### src/rtl/core/song_position_and_sample_timer_top_macros.svh
// Assertion helpers shared by the timer RTL.
`ifndef SONG_POSITION_AND_SAMPLE_TIMER_TOP_MACROS_SVH
`define SONG_POSITION_AND_SAMPLE_TIMER_TOP_MACROS_SVH

// Same-cycle implication, sampled on clk, off during reset.
`define SPST_ASSERT_IMP(lbl, ante, cons, msg) \
    lbl: assert property (@(posedge clk) disable iff (!rst_n) (ante) |-> (cons)) \
        else $error(msg);

// Next-cycle implication, sampled on clk, off during reset.
`define SPST_ASSERT_NEXT(lbl, ante, cons, msg) \
    lbl: assert property (@(posedge clk) disable iff (!rst_n) (ante) |=> (cons)) \
        else $error(msg);

`endif

### src/rtl/core/spst_pkg.sv
package spst_pkg;

    localparam int unsigned TEMPO_SCALE        = 441;
    localparam int unsigned DIV_SCALE          = 10000;
    localparam int unsigned QUARTERS_PER_WHOLE = 4;
    localparam logic [15:0] TPQ_RESET          = 16'd96;

    localparam int unsigned DIVIDEND_W = 56;
    localparam int unsigned DIVISOR_W  = 30;
    localparam int unsigned STEP_W     = 6;

    localparam logic [STEP_W-1:0] TICK_STEPS = 6'd25;
    localparam logic [STEP_W-1:0] QPB_STEPS  = 6'd10;
    localparam logic [STEP_W-1:0] BEAT_STEPS = 6'd26;
    localparam logic [STEP_W-1:0] SAMP_STEPS = 6'd56;

    typedef struct packed {
        logic [23:0] elapsed_ticks;
        logic [7:0]  sig_numerator;
        logic [7:0]  sig_denominator;
        logic [23:0] ticks_to_next;
        logic [23:0] quarter_usecs;
        logic        song_ended;
    } in_item_t;

    typedef struct packed {
        logic [31:0] samples_to_next;
        logic [15:0] bar_number;
        logic [9:0]  beat_in_bar;
        logic [15:0] tick_in_beat;
    } out_item_t;

    typedef enum logic [2:0] {
        ST_IDLE,
        ST_TICK,
        ST_QPB,
        ST_BEAT,
        ST_SAMP,
        ST_EMIT
    } state_t;

    typedef struct packed {
        logic                  start;
        logic [STEP_W-1:0]     steps;
        logic [DIVIDEND_W-1:0] dividend;
        logic [DIVISOR_W-1:0]  divisor;
    } div_req_t;

    typedef struct packed {
        logic                  done;
        logic [DIVIDEND_W-1:0] quotient;
        logic [DIVISOR_W-1:0]  remainder;
    } div_rsp_t;

endpackage

### src/rtl/core/spst_div.sv
`include "song_position_and_sample_timer_top_macros.svh"

// Restoring divider, one quotient bit per cycle. Dividend is left aligned;
// after N steps the quotient sits in the low N bits.
module spst_div (
    input  logic                clk,
    input  logic                rst_n,
    input  spst_pkg::div_req_t  req,
    output spst_pkg::div_rsp_t  rsp
);

    logic                               busy_reg;
    logic                               done_reg;
    logic [spst_pkg::STEP_W-1:0]        cnt_reg;
    logic [spst_pkg::DIVISOR_W-1:0]     rem_reg;
    logic [spst_pkg::DIVIDEND_W-1:0]    dq_reg;
    logic [spst_pkg::DIVISOR_W-1:0]     dvs_reg;

    logic [spst_pkg::DIVISOR_W:0]       rem_sh;
    logic [spst_pkg::DIVISOR_W:0]       rem_sub;
    logic                               ge;
    logic [spst_pkg::DIVISOR_W-1:0]     rem_step;

    always_comb
    begin
        rem_sh   = {rem_reg, dq_reg[spst_pkg::DIVIDEND_W-1]};
        ge       = (rem_sh >= {1'b0, dvs_reg});
        rem_sub  = rem_sh - {1'b0, dvs_reg};
        rem_step = ge ? rem_sub[spst_pkg::DIVISOR_W-1:0] : rem_sh[spst_pkg::DIVISOR_W-1:0];
    end

    always_ff @(posedge clk or negedge rst_n)
    begin
        if (!rst_n)
        begin
            busy_reg <= 1'b0;
            done_reg <= 1'b0;
            cnt_reg  <= '0;
        end
        else if (req.start)
        begin
            busy_reg <= 1'b1;
            done_reg <= 1'b0;
            cnt_reg  <= req.steps;
        end
        else if (busy_reg)
        begin
            cnt_reg  <= cnt_reg - 1'b1;
            busy_reg <= (cnt_reg != 1);
            done_reg <= (cnt_reg == 1);
        end
        else
        begin
            done_reg <= 1'b0;
        end
    end

    always_ff @(posedge clk)
    begin
        if (req.start)
        begin
            rem_reg <= '0;
            dq_reg  <= req.dividend;
            dvs_reg <= req.divisor;
        end
        else if (busy_reg)
        begin
            rem_reg <= rem_step;
            dq_reg  <= {dq_reg[spst_pkg::DIVIDEND_W-2:0], ge};
        end
    end

    assign rsp.done      = done_reg;
    assign rsp.quotient  = dq_reg;
    assign rsp.remainder = rem_reg;

    `SPST_ASSERT_IMP(a_no_restart_busy, req.start, !busy_reg, "divider started while busy")
    `SPST_ASSERT_IMP(a_busy_has_count, busy_reg, cnt_reg != '0, "divider busy with zero count")

endmodule

### src/rtl/core/song_position_and_sample_timer_top.sv
// Transactions are handled one at a time: input stalls from acceptance until the result
// is emitted, while the single shared bit-serial divider runs 25+10+26+56 steps (the
// last 56 are skipped at song end).
// A finished result waits in an output register; the next input is taken meanwhile.
// Reset (async, rst_n low): ticks_per_quarter = 96, song position and
// remainder accumulator cleared, no result pending.
`include "song_position_and_sample_timer_top_macros.svh"

module song_position_and_sample_timer_top (
    input  logic                clk,
    input  logic                rst_n,
    input  logic                in_valid,
    output logic                in_stall,
    input  spst_pkg::in_item_t  in_item,
    output logic                out_valid,
    input  logic                out_stall,
    output spst_pkg::out_item_t out_item,
    input  logic                cfg_wr_en,
    input  logic [15:0]         cfg_wr_data
);

    spst_pkg::state_t    state_reg;
    spst_pkg::state_t    state_next;
    spst_pkg::div_req_t  div_req;
    spst_pkg::div_rsp_t  div_rsp;

    spst_pkg::in_item_t  in_hold_reg;
    spst_pkg::out_item_t out_item_reg;
    logic                out_valid_reg;

    logic [15:0] tpq_reg;
    logic [15:0] tick_acc_reg;
    logic [9:0]  beat_acc_reg;
    logic [15:0] bar_acc_reg;
    logic [31:0] rem_acc_reg;

    logic [31:0] tempo_reg;
    logic [55:0] prod_reg;
    logic [29:0] dscale_reg;
    logic [24:0] tq_reg;
    logic [31:0] samples_reg;

    logic        in_accept;
    logic        out_free;
    logic [15:0] tpq_eff;
    logic [7:0]  den_eff;
    logic [24:0] t_sum;
    logic [25:0] b_sum;
    logic [9:0]  qpb_eff;
    logic [32:0] tempo_full;
    logic [32:0] r_sum;
    logic [31:0] samp_val;

    spst_div u_div (
        .clk   (clk),
        .rst_n (rst_n),
        .req   (div_req),
        .rsp   (div_rsp)
    );

    assign in_stall  = (state_reg != spst_pkg::ST_IDLE);
    assign in_accept = in_valid && !in_stall;
    assign out_free  = !out_valid_reg || !out_stall;
    assign out_valid = out_valid_reg;
    assign out_item  = out_item_reg;

    always_comb
    begin
        tpq_eff    = (tpq_reg == '0) ? 16'd1 : tpq_reg;
        den_eff    = (in_hold_reg.sig_denominator == '0) ? 8'd1 : in_hold_reg.sig_denominator;
        t_sum      = {1'b0, in_item.elapsed_ticks} + {9'b0, tick_acc_reg};
        b_sum      = {1'b0, tq_reg} + {16'b0, beat_acc_reg};
        qpb_eff    = (div_rsp.quotient[9:0] == '0) ? 10'd1 : div_rsp.quotient[9:0];
        tempo_full = {9'b0, in_item.quarter_usecs} * 33'(spst_pkg::TEMPO_SCALE);
        r_sum      = {1'b0, rem_acc_reg} + {3'b0, div_rsp.remainder};
        if ((|div_rsp.quotient[55:32]) || (&div_rsp.quotient[31:0]))
            samp_val = '1;
        else
            samp_val = div_rsp.quotient[31:0] + {31'b0, r_sum[32]};
    end

    // next state
    always_comb
    begin
        state_next = state_reg;
        case (state_reg)
            spst_pkg::ST_IDLE:
                if (in_accept)
                    state_next = spst_pkg::ST_TICK;
            spst_pkg::ST_TICK:
                if (div_rsp.done)
                    state_next = spst_pkg::ST_QPB;
            spst_pkg::ST_QPB:
                if (div_rsp.done)
                    state_next = spst_pkg::ST_BEAT;
            spst_pkg::ST_BEAT:
                if (div_rsp.done)
                    state_next = in_hold_reg.song_ended ? spst_pkg::ST_EMIT : spst_pkg::ST_SAMP;
            spst_pkg::ST_SAMP:
                if (div_rsp.done)
                    state_next = spst_pkg::ST_EMIT;
            spst_pkg::ST_EMIT:
                if (out_free)
                    state_next = spst_pkg::ST_IDLE;
            default:
                state_next = spst_pkg::ST_IDLE;
        endcase
    end

    // divider launch
    always_comb
    begin
        div_req = '0;
        case (state_reg)
            spst_pkg::ST_IDLE:
            begin
                div_req.start    = in_accept;
                div_req.steps    = spst_pkg::TICK_STEPS;
                div_req.dividend = {t_sum, 31'b0};
                div_req.divisor  = {14'b0, tpq_eff};
            end
            spst_pkg::ST_TICK:
            begin
                div_req.start    = div_rsp.done;
                div_req.steps    = spst_pkg::QPB_STEPS;
                div_req.dividend = {in_hold_reg.sig_numerator, 2'b00, 46'b0};
                div_req.divisor  = {22'b0, den_eff};
            end
            spst_pkg::ST_QPB:
            begin
                div_req.start    = div_rsp.done;
                div_req.steps    = spst_pkg::BEAT_STEPS;
                div_req.dividend = {b_sum, 30'b0};
                div_req.divisor  = {20'b0, qpb_eff};
            end
            spst_pkg::ST_BEAT:
            begin
                div_req.start    = div_rsp.done && !in_hold_reg.song_ended;
                div_req.steps    = spst_pkg::SAMP_STEPS;
                div_req.dividend = prod_reg;
                div_req.divisor  = dscale_reg;
            end
            default:
                div_req = '0;
        endcase
    end

    always_ff @(posedge clk or negedge rst_n)
    begin
        if (!rst_n)
        begin
            state_reg     <= spst_pkg::ST_IDLE;
            out_valid_reg <= 1'b0;
            tpq_reg       <= spst_pkg::TPQ_RESET;
            tick_acc_reg  <= '0;
            beat_acc_reg  <= '0;
            bar_acc_reg   <= '0;
            rem_acc_reg   <= '0;
        end
        else
        begin
            state_reg <= state_next;
            if (cfg_wr_en)
                tpq_reg <= cfg_wr_data;
            if (state_reg == spst_pkg::ST_EMIT && out_free)
                out_valid_reg <= 1'b1;
            else if (!out_stall)
                out_valid_reg <= 1'b0;
            if (state_reg == spst_pkg::ST_TICK && div_rsp.done)
                tick_acc_reg <= div_rsp.remainder[15:0];
            if (state_reg == spst_pkg::ST_BEAT && div_rsp.done)
            begin
                bar_acc_reg  <= bar_acc_reg + div_rsp.quotient[15:0];
                beat_acc_reg <= div_rsp.remainder[9:0];
            end
            if (state_reg == spst_pkg::ST_SAMP && div_rsp.done)
                rem_acc_reg <= r_sum[31:0];
        end
    end

    always_ff @(posedge clk)
    begin
        if (in_accept)
        begin
            in_hold_reg <= in_item;
            tempo_reg   <= tempo_full[31:0];
        end
        if (state_reg == spst_pkg::ST_QPB)
        begin
            prod_reg   <= {32'b0, in_hold_reg.ticks_to_next} * {24'b0, tempo_reg};
            dscale_reg <= {14'b0, tpq_eff} * 30'(spst_pkg::DIV_SCALE);
        end
        if (state_reg == spst_pkg::ST_TICK && div_rsp.done)
            tq_reg <= div_rsp.quotient[24:0];
        if (state_reg == spst_pkg::ST_BEAT && div_rsp.done && in_hold_reg.song_ended)
            samples_reg <= '1;
        if (state_reg == spst_pkg::ST_SAMP && div_rsp.done)
            samples_reg <= samp_val;
        if (state_reg == spst_pkg::ST_EMIT && out_free)
        begin
            out_item_reg.samples_to_next <= samples_reg;
            out_item_reg.bar_number      <= bar_acc_reg;
            out_item_reg.beat_in_bar     <= beat_acc_reg;
            out_item_reg.tick_in_beat    <= tick_acc_reg;
        end
    end

    `SPST_ASSERT_NEXT(a_accept_starts_tick, in_valid && !in_stall,
        state_reg == spst_pkg::ST_TICK, "transaction did not start tick fold")
    `SPST_ASSERT_IMP(a_done_in_div_state, div_rsp.done,
        state_reg == spst_pkg::ST_TICK || state_reg == spst_pkg::ST_QPB ||
        state_reg == spst_pkg::ST_BEAT || state_reg == spst_pkg::ST_SAMP,
        "divider done outside a divide step")
    `SPST_ASSERT_NEXT(a_emit_waits_for_room,
        state_reg == spst_pkg::ST_EMIT && out_valid_reg && out_stall,
        state_reg == spst_pkg::ST_EMIT && out_valid_reg, "result overwrote a stalled transaction")
    `SPST_ASSERT_NEXT(a_song_end_all_ones,
        state_reg == spst_pkg::ST_BEAT && div_rsp.done && in_hold_reg.song_ended,
        state_reg == spst_pkg::ST_EMIT && samples_reg == '1, "song end did not give all ones")

endmodule
### config.mk
export PLATFORM = sky130hd
export DESIGN_NAME = song_position_and_sample_timer_top
export DESIGN_NICKNAME = d
export VERILOG_FILES = /design/src/rtl/core/spst_pkg.sv /design/src/rtl/core/spst_div.sv /design/src/rtl/core/song_position_and_sample_timer_top.sv
export VERILOG_INCLUDE_DIRS = /design/src /design/src/rtl/core
export SDC_FILE = /design/constraint.sdc
export NUM_CORES = 2
export LEC_CHECK = 0
export BUFFER_PORTS_ARGS = -buffer_cell sky130_fd_sc_hd__clkbuf_2
export CORE_ASPECT_RATIO = 0.5
export CORE_MARGIN = 2
export CORE_UTILIZATION = 55
export CTS_BUF_LIST = sky130_fd_sc_hd__clkbuf_8
export DETAILED_ROUTE_END_ITERATION = 10
export GPL_ROUTABILITY_DRIVEN = 0
export GPL_TIMING_DRIVEN = 0
export MAX_ROUTING_LAYER = met4
export PLACE_DENSITY = 0.72
export SLEW_MARGIN = 20
export SYNTH_ARGS = -nofsm -noshare
export SYNTH_HDL_FRONTEND = slang
export SYNTH_SLANG_ARGS = --single-unit
### constraint.sdc
create_clock -name clk -period 9.3 [get_ports clk]
set_input_delay 0.93 -clock clk [delete_from_list [all_inputs] [get_ports clk]]
set_output_delay 0.93 -clock clk [all_outputs]
set_load 0.05 [all_outputs]
==> impl_results.md <==
* Status: complete, but fails checks
* Failing checks: DRC
* Top Ports at 186
* Worst Hold Path EP: in_hold_reg[40]$_DFFE_PP_
* Endpoints failing hold at 0
* Pin count of the biggest net entering global routing at between 80 and 90
* Synth warn at 0
* Clock sink count at between 500 and 600
* RR Startpoint: in_hold_reg[26]$_DFFE_PP_
* Max-slew violation count at 0
* GRT Total Usage at approximately a third
* Post-CTS Hold Buffers at 1
* Die height at 228 um
* Core area at between 90,000 and 100,000 um2
* RSZ-0062 raised after global routing: no
* Crit Path Max Fanout at 11
* Detailed-route DRC error count at 2
* Slowest stage delay, CP at 0.77 ns
* Post-Place Cell Area at a little under 60,000 um2
* Clock Latency Late Sink at roughly 0.8 ns
* Vias per inst at between 5 and 6
* HP Class: input port to flip-flop
* Slew @ Worst Pin at 1.08 ns
* Rows at about 80
* Worst Path Buf+Inv at 6
* Tcrit/Tclk final at just over 90%
* PnR worst setup slack at a little under 0.7 ns
* Synth async-reset ratio at about a fifth
* Top_reg_cell synth: edfxtp_1
* Final setup TNS at 0 ns
* Post-synth EDFFs at 372
* Cell family with the largest share of critical-path delay: adder cells
* Largest register FFs at between 70 and 80
* PostCTS Resize Cnt at 0
* Synth top cells by count: inv_1, fa_1, nand2_1
* Final min period at 8.62 ns
* Most used cell, CP: fa_1
* Worst clock skew at approximately 0.070 ns
* Detailed-route via count at roughly 42k
* Final instance area at roughly 60,000 um2
* Synth Register Bits at between 500 and 600
* Top cell type's share of synthesized area at between 20 and 30%
* FILL cells at 8,307
* Yosys cell types at between 80 and 90
* Htree depth at 3
* Drt total wl at ~160,000 um
* Synth Area per Inst at 9.94 um2
* IO Port Bufs at 183
* Antenna Nets Post-Route at 0
* Hold path start: in_item[40]
* Die X at about 450 um
* DR pass1 iterations at 11
* Post-synthesis sequential area ratio at between 20% and 30%
* CTS tree: built
* CP startpoint kind: flip-flop
* R2R cell count at 25
* Net count after synthesis at about 7k
* WL/cell at approximately 22 um
* Clock buffer depth at 3
* Worst slew margin at 27.6%
* Critical path endpoint category: flip-flop
* CP max-delay cell: clkbuf_1
* Iteration-0 DRC Markers at between 4k and 5k
* Total grt overflow at 0
* CTS Buf Count at around 80
* CTS root buffer: clkbuf_8
* Max capacitance violation total at 0
* Fin nets at about 7k
* Initial cell density of the core at ~55%
* Die area at around 100,000 um2
* Leading area contributor after synthesis: fa_1
* Worst R2R End: prod_reg[50]$_DFFE_PP_
* Vias in the first global route at 43.2k
* Worst slack at placement at roughly 1.0 ns
* Fmax at 116 MHz
* WP data arrival at 9.09 ns
* Initial antenna violation count at 15
* Clock transition at the registers of the reported paths at 0.07 ns
* Share of layout cells above drive strength 1 at under 10%
* First-pass GRT wire length at about 250,000 um
* Cells after Synth at about 5.6k
* Finish-stage setup viols at 0
* Mapped cell area at 55,200 um2
* Kind of critical path: flip-flop to flip-flop
* Most numerous cell in the Yosys netlist: inv_1
* Worst EP required at between 9 and 10 ns
* Setup Buffers After CTS at 0
* Largest cells by area after synthesis: fa_1, edfxtp_1, ha_1
* Post-DP HPWL at between 100,000 and 150,000 um
* Worst R2R Setup Slack at between 0.6 and 0.7 ns
* Hold Path Depth at 1
* Area Overhead vs Synth at 8.19%
## per-stage QoR
step	utilization [%]	instances	hold slack [ns]
floorplan	-	5554	0.400
global placement	57.9	7081	0.405
detailed placement	58.1	7088	0.405
CTS	59.8	7232	0.250
global route	59.8	7249	0.268
finish	59.8	7255	0.308
## cells in the final DEF, fill, tap and decap left out, drive strengths merged, types with 33 or more instances in the layout
master / Yosys / routed
a21o: 84 / 84
a21oi: 197 / 197
and2: 420 / 420
clkbuf: 222 / 488
dfrtp: 100 / 100
edfxtp: 372 / 372
fa: 780 / 780
ha: 452 / 452
inv: 990 / 1014
mux2: 33 / 33
nand2: 668 / 668
nand3: 57 / 57
nor2: 184 / 184
nor3: 53 / 53
o21a: 34 / 34
o21ai: 190 / 190
xnor2: 135 / 135
xor2: 85 / 85
## cells by family (layout without fill, tap and decap cells)
| kind of cell | count (synthesis) | after routing | share of synthesized area [%] |
|---|---|---|---|
| flops | 504 | 504 | 26.0 |
| mux | 38 | 38 | 0.764 |
| buf+inv | 1222 | 1556 | 8.33 |
| simple gates | 1566 | 1566 | 13.7 |
| fa+ha+maj | 1232 | 1232 | 38.5 |
| compound gates | 772 | 772 | 9.19 |
| xor+xnor | 220 | 220 | 3.49 |
| other cells | 0 | 23 | 0 |
## area by class of cell
| cell class | count | area [um2] | share of cell area [%] |
|---|---|---|---|
| plain buffers | 231 | 881 | 1.48 |
| repair buffers | 191 | 1120 | 1.88 |
| well taps | 1344 | 1680 | 2.82 |
| flip-flops and latches | 504 | 14300 | 24.0 |
| clock buffers | 83 | 1140 | 1.91 |
| diodes | 23 | 57.6 | 0.0964 |
| multi-input cells | 3828 | 36300 | 60.8 |
| clock inverters | 60 | 488 | 0.817 |
| inverters | 991 | 3720 | 6.24 |
## per-layer routing
metal,part of all wire [%],track usage [%],up-vias
met3,12,9.84,524
li1,-,-,18463
met1,38,40.5,20697
met5,0,-,-
met4,5.4,14.6,0
met2,44,48.4,2324
## worst max path at each step
stage                                         to  cells past startpoint                       from
after global routing      prod_reg[50]$_DFFE_PP_                     25  in_hold_reg[26]$_DFFE_PP_
after floorplan           prod_reg[55]$_DFFE_PP_                     25    tempo_reg[28]$_DFFE_PP_
after CTS                 prod_reg[50]$_DFFE_PP_                     26    tempo_reg[10]$_DFFE_PP_
after detailed placement  prod_reg[50]$_DFFE_PP_                     26    tempo_reg[10]$_DFFE_PP_
final                     prod_reg[50]$_DFFE_PP_                     25  in_hold_reg[26]$_DFFE_PP_
after global placement    prod_reg[50]$_DFFE_PP_                     26    tempo_reg[10]$_DFFE_PP_
Power is not shown: default switching activity piles up to over one toggle a cycle in this logic, so the estimate is an artifact.
